### config.mk
export PLATFORM = sky130hd
export DESIGN_NAME = brtt_ctrl
export DESIGN_NICKNAME = d
export VERILOG_FILES = /design/src/rtl/brtt_pkg.sv /design/src/rtl/brtt_ctrl.sv
export SDC_FILE = /design/constraint.sdc
export NUM_CORES = 1
export LEC_CHECK = 0
export BUFFER_PORTS_ARGS = -buffer_cell sky130_fd_sc_hd__clkbuf_2
export CAP_MARGIN = 10
export CORE_AREA = 10 10 47 49
export DETAILED_ROUTE_END_ITERATION = 10
export DIE_AREA = 0 0 57 59
export HOLD_SLACK_MARGIN = 0.15
export MAX_ROUTING_LAYER = met4
export PLACE_DENSITY = 0.53
export REMOVE_ABC_BUFFERS = 1
export SYNTH_ARGS = -nofsm -noshare
export SYNTH_HDL_FRONTEND = slang
export SYNTH_SLANG_ARGS = --single-unit
### constraint.sdc
create_clock -name i_clk -period 2.6 [get_ports i_clk]
set_clock_uncertainty 0.2 [all_clocks]
set_input_delay 0.13 -clock i_clk [delete_from_list [all_inputs] [get_ports i_clk]]
set_output_delay 0.13 -clock i_clk [all_outputs]
set_load 0.01 [all_outputs]
### src/rtl/brtt_pkg.sv
package brtt_pkg;

    // Default sizes of the table.
    localparam int ENTRIES_DEF   = 64;
    localparam int ADDR_BITS_DEF = 32;

    // Width of the reported slot number.
    localparam int SLOT_W = 6;

    typedef logic [SLOT_W-1:0] t_slot;

    // Command codes of an input item.
    localparam logic CMD_INSERT    = 1'b0;
    localparam logic CMD_TRANSLATE = 1'b1;

    // Status codes of a result item.
    localparam logic [1:0] STATUS_OK     = 2'd0;
    localparam logic [1:0] STATUS_MISS   = 2'd1;
    localparam logic [1:0] STATUS_FULL   = 2'd2;
    localparam logic [1:0] STATUS_REJECT = 2'd3;

    // One input beat.
    typedef struct packed {
        logic               cmd;
        logic signed [31:0] handle;
        logic        [31:0] source_base;
        logic        [31:0] target_base;
        logic        [31:0] buffer_bytes;
        logic        [31:0] buffer_count;
        logic        [31:0] lookup_addr;
    } t_in_item;

    // One output beat.
    typedef struct packed {
        logic [1:0]  status;
        logic [31:0] result_addr;
        t_slot       slot_index;
    } t_out_item;

    // Controller states.
    typedef enum logic [1:0] {
        S_IDLE,
        S_INS,
        S_TR,
        S_TR_FIN
    } t_state;

    // Which result the datapath forms when told to load one.
    typedef enum logic [2:0] {
        RES_STORED,
        RES_FULL,
        RES_REJECT,
        RES_MISS,
        RES_HIT
    } t_res_sel;

    // Commands from the controller to the datapath.
    typedef struct packed {
        logic     load_in;
        logic     idx_clear;
        logic     idx_inc;
        logic     wr_en;
        logic     wr_use_free;
        logic     hit_latch;
        logic     res_load;
        t_res_sel res_sel;
    } t_dp_cmd;

    // Status from the datapath to the controller.
    typedef struct packed {
        logic reject;
        logic addr_zero;
        logic ins_match;
        logic tr_hit;
        logic last;
        logic have_free;
        logic out_free;
    } t_dp_status;

endpackage

### src/rtl/brtt_ctrl.sv
module brtt_ctrl (
    input  logic                 i_clk,
    input  logic                 i_rst_n,
    input  logic                 i_in_valid,
    input  logic                 i_in_cmd,
    input  brtt_pkg::t_dp_status i_status,
    output brtt_pkg::t_dp_cmd    o_cmd,
    output logic                 o_in_stall
);

    brtt_pkg::t_state r_state;
    brtt_pkg::t_state n_state;
    logic             accept;

    assign accept = (r_state == brtt_pkg::S_IDLE) && i_in_valid;

    always_ff @(posedge i_clk) begin
        if (!i_rst_n) begin
            r_state <= brtt_pkg::S_IDLE;
        end else begin
            r_state <= n_state;
        end
    end

    // Next state.
    always_comb begin
        n_state = r_state;
        case (r_state)
            brtt_pkg::S_IDLE: begin
                if (accept) begin
                    n_state = (i_in_cmd == brtt_pkg::CMD_INSERT) ? brtt_pkg::S_INS
                                                                 : brtt_pkg::S_TR;
                end
            end
            brtt_pkg::S_INS: begin
                if (i_status.out_free &&
                    (i_status.reject || i_status.ins_match || i_status.last)) begin
                    n_state = brtt_pkg::S_IDLE;
                end
            end
            brtt_pkg::S_TR: begin
                if (i_status.addr_zero) begin
                    if (i_status.out_free) begin
                        n_state = brtt_pkg::S_IDLE;
                    end
                end else if (i_status.tr_hit) begin
                    n_state = brtt_pkg::S_TR_FIN;
                end else if (i_status.last && i_status.out_free) begin
                    n_state = brtt_pkg::S_IDLE;
                end
            end
            brtt_pkg::S_TR_FIN: begin
                if (i_status.out_free) begin
                    n_state = brtt_pkg::S_IDLE;
                end
            end
            default: begin
                n_state = brtt_pkg::S_IDLE;
            end
        endcase
    end

    // Commands. A step that produces a result waits while the output register holds a stalled beat.
    always_comb begin
        o_cmd         = '0;
        o_cmd.res_sel = brtt_pkg::RES_MISS;
        o_in_stall    = 1'b1;
        case (r_state)
            brtt_pkg::S_IDLE: begin
                o_in_stall      = 1'b0;
                o_cmd.load_in   = accept;
                o_cmd.idx_clear = accept;
            end
            brtt_pkg::S_INS: begin
                if (i_status.reject || i_status.ins_match || i_status.last) begin
                    if (i_status.out_free) begin
                        o_cmd.res_load = 1'b1;
                        if (i_status.reject) begin
                            o_cmd.res_sel = brtt_pkg::RES_REJECT;
                        end else if (i_status.ins_match) begin
                            o_cmd.wr_en   = 1'b1;
                            o_cmd.res_sel = brtt_pkg::RES_STORED;
                        end else if (i_status.have_free) begin
                            o_cmd.wr_en       = 1'b1;
                            o_cmd.wr_use_free = 1'b1;
                            o_cmd.res_sel     = brtt_pkg::RES_STORED;
                        end else begin
                            o_cmd.res_sel = brtt_pkg::RES_FULL;
                        end
                    end
                end else begin
                    o_cmd.idx_inc = 1'b1;
                end
            end
            brtt_pkg::S_TR: begin
                if (i_status.addr_zero) begin
                    o_cmd.res_load = i_status.out_free;
                    o_cmd.res_sel  = brtt_pkg::RES_MISS;
                end else if (i_status.tr_hit) begin
                    o_cmd.hit_latch = 1'b1;
                end else if (i_status.last) begin
                    o_cmd.res_load = i_status.out_free;
                    o_cmd.res_sel  = brtt_pkg::RES_MISS;
                end else begin
                    o_cmd.idx_inc = 1'b1;
                end
            end
            brtt_pkg::S_TR_FIN: begin
                o_cmd.res_load = i_status.out_free;
                o_cmd.res_sel  = brtt_pkg::RES_HIT;
            end
            default: begin
                o_in_stall = 1'b1;
            end
        endcase
    end

endmodule

==> flow_summary.ini, run 1 <==
[power]
p_leak_nw = 0.2807
power_per_cell_area_mw_per_mm2 = 799.2
irDropWorstVdd_mv = 0.3876

[cells_and_area]
area_growth_pct = 44.30
nFillCells = 164
drive_above_1_share_pct = 32.91
largestRegisters = r_state (2)
final_util_pct = 39.55
fin_nets = 97
final_cells = 95
largest_reg_flops = 2
fin_area_um2 = 554.3
top_register = r_state
diodes = 0

[synthesis]
synth.area.top_cells = ha_1 (16%), dfxtp_1 (10%), nor3b_1 (9.8%), nand2_1 (6.8%), a21oi_1 (6.5%)
synth_seq_cells = 2
yosys_warnings = 0
syn-cell-area_um2 = 384.1
synth_edf_count = 0
netlist_instances = 53
seq_area_frac_synth_pct = 10.42
netlist.area_leader.share_pct = 16.29
ys_top_cells_by_count = nand2_1 (7), a21oi_1 (5), ha_1 (5), nor3b_1 (5)
avgSynthCellArea_um2 = 7.248
synth_cell_type_count = 24
synth_most_common_cell = nand2_1
synth_flop_cell = dfxtp_1
synth_top_cell_by_area = ha_1
postSynth.asyncResetShare_pct = 0

[placed_design]
place_hpwl_um = 963.6
io_buffers = 21
dp_cells = 89
placed_area_um2 = 501.7
gp_congestion = 0.7714

[timing]
finalCritPeriodShare_pct = 92.14
setup_tns_ns = 0
period_needed_ns = 2.396
slew_viol_final = 0
setup_viol_count_final = 0
rsz0062_at_grt = no
worst_pin_slew_ns = 0.2564
max_freq_mhz = 417.4
hold_viol_final = 0
slew_headroom_pct = 82.87

[detailed_routing]
drc_errors = 0
antenna_left = 0
firstDrtPassIters = 4
via_per_inst = 4.926
drt-wirelength-per-cell_um = 12.02
vias = 468
wl_um = 1142
drt-initial-drc-count = 2

[setup_path]
cp-end-kind = register
critPathMaxFanout = 5
crit_end = r_state[1]$_SDFFE_PN0P_
worst-endpoint-arrival_ns = 2.37
rr_startpoint = r_state[0]$_SDFFE_PN0P_
r2r_cells = 7
required_ns = 2.57
cp-start-kind = register
startpoint = r_state[0]$_SDFFE_PN0P_
path_class = register to register
regToRegSetupSlack_ns = 0.20
r2r_end = r_state[1]$_SDFFE_PN0P_

[floorplanning]
start_util_pct = 27.41
rows = 14
die_area_mm2 = 0.003363
die-width_um = 57
die_h_um = 59
pin_count = 22
core_mm2 = 0.001401

[clock_tree]
post-cts-setup-buffers = 0
htreeDepth = 1
clkTransAtPathRegs_ns = 0.03
root_buffer = clkbuf_4
clkSinkCount = 2
cts_tree = built
clock_path_buffers = 2
cts-buffers-inserted = 3
worstSkewPairLatency_ns = 0.23

[grt]
antenna_found_initial = 0
grt_usage_pct = 6.670
grt_pass1_vias = 462
grt_max_degree = 9
grt.overflow.total = 0
grt_pass1_wl_um = 1856

[run]
maxCapViolCount = 0

[hold_path]
min_path_type = input pin to register

[outcome]
outcome = complete, no violations
==> cells by family (layout without fill, tap and decap cells) <==
| family | after synthesis | count (layout) | share of synthesized area [%] |
|---|---|---|---|
| and+or+nand+nor | 25 | 25 | 37.79 |
| AOI/OAI and AO/OA | 16 | 16 | 29.64 |
| adders and majority gates | 5 | 5 | 16.29 |
| buffers and inverters | 5 | 31 | 5.863 |
| DFF | 2 | 2 | 10.42 |
==> cell type report <==
type,instances,area (um2),area share (%)
multi-input combinational,46,321.6,58.01
timing repair buffer,24,135.1,24.38
inverter,4,15.01,2.709
sequential,2,40.04,7.223
clock buffer,3,22.52,4.063
tap,16,20.02,3.612
==> report_power, final <==
part,leakage (nW),switching (mW),internal [mW],total [mW]
sequential,0.0165,0.0173,0.0436,0.0608
clock,0.0138,0.0198,0.0511,0.0709
combinational,0.250,0.170,0.141,0.311
==> metal layers <==
metal	up-vias	global-route usage [%]	wire length, um
met5	-	-	0
met2	18	9.922	483
met4	0	3.020	16
met3	2	2.575	83
met1	205	7.738	559
li1	243	-	-
==> per-stage QoR <==
stage / setup slack (ns) / power [mW] / hold WS, ns
6_report: 0.2043 / 0.4430 / 0.2097
5_1_grt: 0.01764 / 0.4957 / 0.2415
4_1_cts: 0.1911 / 0.4552 / 0.2044
3_5_place_dp: 0.7271 / 0.3664 / 0.2368
3_3_place_gp: 0.7670 / 0.3684 / 0.2434
2_1_floorplan: 0.8545 / 0.2623 / 0.07964
==> worst max-delay path, cell delays in order, from the launching register on <==
cell and delay, ns:
dfxtp_1 0.39, inv_1 0.12, ha_1 0.24, nor3b_1 0.16, a22o_1 0.23, nand2b_4 0.15, o41ai_2 0.28, dlygate4sd3_1 0.57
==> cell usage in the layout, fill, tap and decap left out <==
cell           netlist  routed
o211a_1              1       1
nor2_1               4       4
and3b_1              1       1
o21ai_0              3       3
or3_1                1       1
o31ai_1              2       2
a21oi_1              5       5
and2_1               1       1
clkbuf_2             0      21
nand2_1              7       7
a22o_1               1       1
dlygate4sd3_1        0       3
or2b_1               1       1
nand3_1              1       1
nand2b_4             1       1
o41ai_2              1       1
ha_1                 5       5
nor3b_1              5       5
inv_1                4       4
nor2b_1              2       2
o32ai_1              1       1
o211ai_1             1       1
nand2b_1             1       1
dfxtp_1              2       2
a21boi_0             1       1
clkbuf_4             0       3
==> how the worst min path moves through the flow <==
stage | slack, ns | depth (start not counted) | start | endpoint
floorplan | 0.08 | 2 | i_rst_n | r_state[0]$_SDFFE_PN0P_
detailed placement | 0.24 | 3 | i_rst_n | r_state[1]$_SDFFE_PN0P_
global placement | 0.24 | 3 | i_rst_n | r_state[1]$_SDFFE_PN0P_
CTS | 0.20 | 4 | i_in_valid | r_state[0]$_SDFFE_PN0P_
finish | 0.21 | 4 | i_in_valid | r_state[0]$_SDFFE_PN0P_
global route | 0.24 | 4 | i_in_valid | r_state[0]$_SDFFE_PN0P_
==> what timing repair did <==
action,CTS,global route
resized for setup,0,0
endpoints found under the hold margin,2,0
hold buffers,3,0
(Power assumes the default switching activity.)
==> run 2, diff against run 1 <==
Settings changed: CELL_PAD_IN_SITES_DETAIL_PLACEMENT set to 1, CELL_PAD_IN_SITES_GLOBAL_PLACEMENT set to 1, CORE_AREA 10 10 47 49 to unset, CORE_MARGIN set to 10, CORE_UTILIZATION set to 29, CTS_CLUSTER_SIZE set to 16, DIE_AREA 0 0 57 59 to unset, PLACE_DENSITY 0.53 to 0.76.
==> run 2 against run 1 <==
Net effect: non-clock buffer count shrank 1; cell count shrank 2.1%; setup slack gained 0.37 ns; die area shrank 5.4%; first-iteration DRC count grew to 3.0 times the previous value.
==> flow_summary.ini, run 2 (synthesis gave the netlist of run 1 again) <==
[timing]
setup_tns_ns = 0
worst_pin_slew_ns = 0.2811
slew_viol_final = 0
hold_viol_final = 0
max_freq_mhz = 493.4
period_needed_ns = 2.027
setup_viol_count_final = 0
finalCritPeriodShare_pct = 77.95
rsz0062_at_grt = no
slew_headroom_pct = 81.22

[floorplanning]
start_util_pct = 30.28
die_h_um = 56.40
die_area_mm2 = 0.003180
pin_count = 22
die-width_um = 56.40
rows = 13
core_mm2 = 0.001269

[grt]
grt_pass1_wl_um = 2484
grt.overflow.total = 0
grt_max_degree = 9
antenna_found_initial = 0
grt_usage_pct = 9.701
grt_pass1_vias = 532

[clock_tree]
root_buffer = clkbuf_4
cts_tree = built
worstSkewPairLatency_ns = 0.23
htreeDepth = 1
cts-buffers-inserted = 3
clock_path_buffers = 2
clkTransAtPathRegs_ns = 0.03
clkSinkCount = 2

[setup_path]
cp-end-kind = register
cp-start-kind = register
worst-endpoint-arrival_ns = 1.96
critPathMaxFanout = 5
required_ns = 2.53
path_class = register to register

[power]
p_leak_nw = 0.2736
power_per_cell_area_mw_per_mm2 = 830.1
p_total_mw = 0.4508
irDropWorstVdd_mv = 0.2221

[detailed_routing]
drc_errors = 0
firstDrtPassIters = 4
antenna_left = 0
via_per_inst = 5.108
drt-initial-drc-count = 6
drt-wirelength-per-cell_um = 15.01
vias = 475
wl_um = 1396

[cells_and_area]
drive_above_1_share_pct = 33.33
diodes = 0
multi_input_area_um2 = 321.6
layout.cells.most_common = clkbuf_2
largestRegisters = r_state (2)
largest_reg_flops = 2
area_growth_pct = 41.37
nFillCells = 172
seqCellArea_um2 = 40.04
top_register = r_state
fin_nets = 96
layout_common_cells = clkbuf_2 (21), nand2_1 (7), a21oi_1 (5), nor3b_1 (5), ha_1 (5)

[placed_design]
gp_congestion = 0.7576
io_buffers = 21
place_hpwl_um = 1158

[hold_path]
min_path_type = input pin to register

[outcome]
outcome = complete, no violations

[run]
maxCapViolCount = 0
run 2: worst paths after layout:
kind                                         startpoint                      end  slack, ns  depth (start not counted)
worst max-delay path            r_state[0]$_SDFFE_PN0P_  r_state[0]$_SDFFE_PN0P_       0.57                          6
worst min-delay path                           i_in_cmd  r_state[1]$_SDFFE_PN0P_       0.17                          3
worst max register to register  r_state[0]$_SDFFE_PN0P_  r_state[0]$_SDFFE_PN0P_       0.57                          6
worst min register to register  r_state[0]$_SDFFE_PN0P_  r_state[0]$_SDFFE_PN0P_       0.37                          2
run 2: report_power, final:
group	switching (mW)	internal [mW]
sequential	0.0179	0.0436
clock	0.0195	0.0511
combinational	0.181	0.137
run 2: layout make-up:
class	count	share of cell area, %
clock buffer	3	4.147
inverter	4	2.765
multi-input combinational	46	59.22
sequential	2	7.373
tap	15	3.456
timing repair buffer	23	23.04
run 2: per-stage QoR:
step	instances	setup WS (ns)	hold WS, ns	utilization [%]	instance area, um2
after floorplan	52	0.8545	0.07964	-	376.6
after detailed placement	88	0.6652	0.2329	39.45	500.5
after CTS	93	0.5666	0.1731	42.80	543.0
final	93	0.5733	0.1742	42.80	543.0
after global routing	93	0.4115	0.1929	42.80	543.0
after global placement	88	0.7833	0.2288	39.45	500.5
run 2: timing repair:
action | CTS | global route
hold buffers | 2 | 0
hold endpoints to repair | 2 | 0
buffers inserted | 0 | 0
gates resized for setup | 0 | 0
run 2: worst max-delay path, stage by stage, from the launching register on:
cell and delay (ns):
dfxtp_1 0.41, inv_1 0.12, ha_1 0.28, nand2_1 0.11
nand2_1 0.05, dlygate4sd3_1 0.55, o32ai_1 0.21
run 2: routing by layer:
| metal | vias up | routed length [um] | track usage (%) |
|---|---|---|---|
| li1 | 239 | - | - |
| met1 | 221 | 570 | 9.653 |
| met2 | 13 | 759 | 17.12 |
| met3 | 2 | 55 | 2.247 |
| met4 | 0 | 11 | 5.155 |
| met5 | - | 0 | - |
==> run 3, diff against run 2 <==
Settings changed: ABC_AREA set to 1, CORE_UTILIZATION 29 to 26, PLACE_DENSITY 0.76 to 0.71.
Clock period 2.6 ns to 2.1 ns, I/O delays scaled along.
==> run 3 against run 2 <==
Net effect: non-clock buffer count did not move; sequential power rose by 42%; routed wire length fell by 3.7%; cell count rose by 25%; synthesized cell count rose by 42%; register-to-register slack got worse by 0.10 ns; sequential cell count did not move; sequential share of layout area fell by 0.40 points; area after synthesis rose by 7.8%; setup slack got worse by 0.32 ns; largest power group unchanged; global-route usage fell by 1.1 points.
==> flow_summary.ini, run 3 <==
[timing]
finalCritPeriodShare_pct = 88.17
slew_viol_final = 0
period_needed_ns = 1.852
setup_viol_count_final = 0
max_freq_mhz = 540.1
setup_tns_ns = 0
layout_setup_ws_ns = 0.2484
slew_headroom_pct = 84.03
rsz0062_at_grt = no
hold_viol_final = 0
worst_pin_slew_ns = 0.2386

[floorplanning]
core_mm2 = 0.001506
die_h_um = 59.91
pin_count = 22
rows = 14
die-width_um = 59.91
die_area_mm2 = 0.003589
start_util_pct = 27.49

[synthesis]
synth_top_cell_by_area = nand2_1
synth_edf_count = 0
synth_seq_cells = 2
postSynth.asyncResetShare_pct = 0
yosys_warnings = 0
seq_area_frac_synth_pct = 9.668
synth_cell_type_count = 17
ys_top_cells_by_count = nand2_1 (20), inv_1 (12), nor2_1 (8)
synth_flop_cell = dfxtp_1
netlist.area_leader.share_pct = 18.13
netlist_instances = 75
synth_most_common_cell = nand2_1
synth.area.top_cells = nand2_1 (18%), ha_1 (15%), inv_1 (11%), dfxtp_1 (9.7%), a21oi_1 (8.5%)
syn-cell-area_um2 = 414.1
avgSynthCellArea_um2 = 5.522

[hold_path]
hold_depth = 6
min_path_type = input pin to register

[setup_path]
crit_end = o_cmd[3]
r2r_end = r_state[1]$_SDFFE_PN0P_
startpoint = r_state[1]$_SDFFE_PN0P_
worst-endpoint-arrival_ns = 1.55
rr_startpoint = r_state[0]$_SDFFE_PN0P_
regToRegSetupSlack_ns = 0.47
critPathMostFrequentCell = inv_1
cp-start-kind = register
slowest_delay_ns = 0.41
crit_cells = 7
r2r_cells = 8
crit_slowest_cell = dfxtp_1
critPathMaxFanout = 6
required_ns = 1.79
path_class = register to output port
path_cells = inv_1 -> ha_1 -> a21oi_1 -> o21ai_0 -> nand3_1 -> inv_1 -> clkbuf_2
cp-end-kind = output port
critPathBufInv = 3
crit_family = flip-flops

[clock_tree]
clock_path_buffers = 2
cts_resized = 0
cts_tree = built
cts-buffers-inserted = 3
htreeDepth = 1
clkTransAtPathRegs_ns = 0.03
worstSkewPairLatency_ns = 0.23
clkSinkCount = 2
root_buffer = clkbuf_4

[cells_and_area]
fin_area_um2 = 574.3
top_register = r_state
largestRegisters = r_state (2)
diodes = 0
largest_reg_flops = 2
area_growth_pct = 38.67
fin_nets = 118
layout.cells.most_common = clkbuf_2
final_util_pct = 38.12
layout_common_cells = clkbuf_2 (21), nand2_1 (20), inv_1 (12)
drive_above_1_share_pct = 33.00

[power]
pwr-share-seq_pct = 13.4
sw_frac_of_total_pct = 52.79
p_switching_mw = 0.3459
pwr-share-comb_pct = 73.5
intPower_mw = 0.3094
clock_power_share_pct = 13.2
p_total_mw = 0.6553
p_leak_nw = 0.3339
irDropWorstVdd_mv = 0.4921
power_per_cell_area_mw_per_mm2 = 1141

[grt]
grt_pass1_vias = 551
grt.overflow.total = 0
grt_max_degree = 8
antenna_found_initial = 0
grt_pass1_wl_um = 2366
grt_usage_pct = 8.579

[detailed_routing]
drc_errors = 0
firstDrtPassIters = 3
via_per_inst = 4.543
vias = 527
drt-wirelength-per-cell_um = 11.59
drt-initial-drc-count = 2
antenna_left = 0
wl_um = 1345

[placed_design]
gp_congestion = 0.7427
place_ws_ns = 0.4557
io_buffers = 21
placed_area_um2 = 531.8
place_hpwl_um = 1184

[outcome]
outcome = complete, no violations

[run]
maxCapViolCount = 0
## run 3: cell types whose count changed after synthesis, sizes merged, moves of 2 or more
cell / previous run / this run
o31ai: 2 / 0
nand2: 7 / 25
a21oi: 5 / 7
nand2b: 2 / 0
nand3: 1 / 5
inv: 4 / 13
nor2: 4 / 10
nor2b: 2 / 0
nor3b: 5 / 2
## run 3: worst min path at each step
stage,from,endpoint,slack [ns]
after floorplan,i_rst_n,r_state[0]$_SDFFE_PN0P_,0.03
after global placement,i_rst_n,r_state[0]$_SDFFE_PN0P_,0.13
after detailed placement,i_rst_n,r_state[1]$_SDFFE_PN0P_,0.15
after CTS,i_status[5],r_state[1]$_SDFFE_PN0P_,0.17
after global routing,i_status[5],r_state[0]$_SDFFE_PN0P_,0.22
final,i_status[5],r_state[1]$_SDFFE_PN0P_,0.17
## run 3: cell families after synthesis
logic type / count (synthesis) / share of synthesized area (%)
and+or+nand+nor: 44 / 49.55
buffers and inverters: 14 / 13.59
AOI/OAI and AO/OA: 10 / 12.08
adders and majority gates: 5 / 15.11
DFF: 2 / 9.668
## run 3: cell type report
class                   count  area [um2]
clock buffers               3       22.52
inverters                  13       48.80
well taps                  16       20.02
repair buffers             23       125.1
multi-input cells          59       317.8
flip-flops and latches      2       40.04
fillers                   224       932.1
## run 3: layer usage
layer  share of wire (%)  GRT usage, %  vias to the layer above
met1                  44         9.716                      225
met2                  47         12.79                       13
met5                   0             -                        -
met4                 1.6         3.846                        0
li1                    -             -                      285
met3                 7.3         3.602                        4
## run 3: worst register-to-register path: stages (launching register included)
cell and delay, ns:
dfxtp_1 0.44, inv_1 0.15, ha_1 0.26, inv_1 0.12, nor2_1 0.06, nand2_1 0.06, nand2_1 0.05, a21oi_1 0.15
nor2_1 0.05
## run 3: power by group through the flow
stage / clock, mW / sequential, mW / combinational (mW)
after CTS: 0.0877 / 0.0886 / 0.496
after floorplan: 0 / 0.0802 / 0.331
after global routing: 0.0950 / 0.0949 / 0.562
final: 0.0863 / 0.0876 / 0.481
after global placement: 0 / 0.0870 / 0.483
after detailed placement: 0 / 0.0894 / 0.488
## run 3: what timing repair did
action | 4_1_cts | 5_1_grt
hold buffers | 2 | 0
setup buffers | 0 | 0
endpoints found under the hold margin | 2 | 0
## run 3: stage by stage
step,std cells,hold WS [ns]
after floorplan,74,0.02547
after global placement,111,0.1283
after detailed placement,111,0.1504
after CTS,116,0.1720
after global routing,116,0.2196
final,116,0.1666
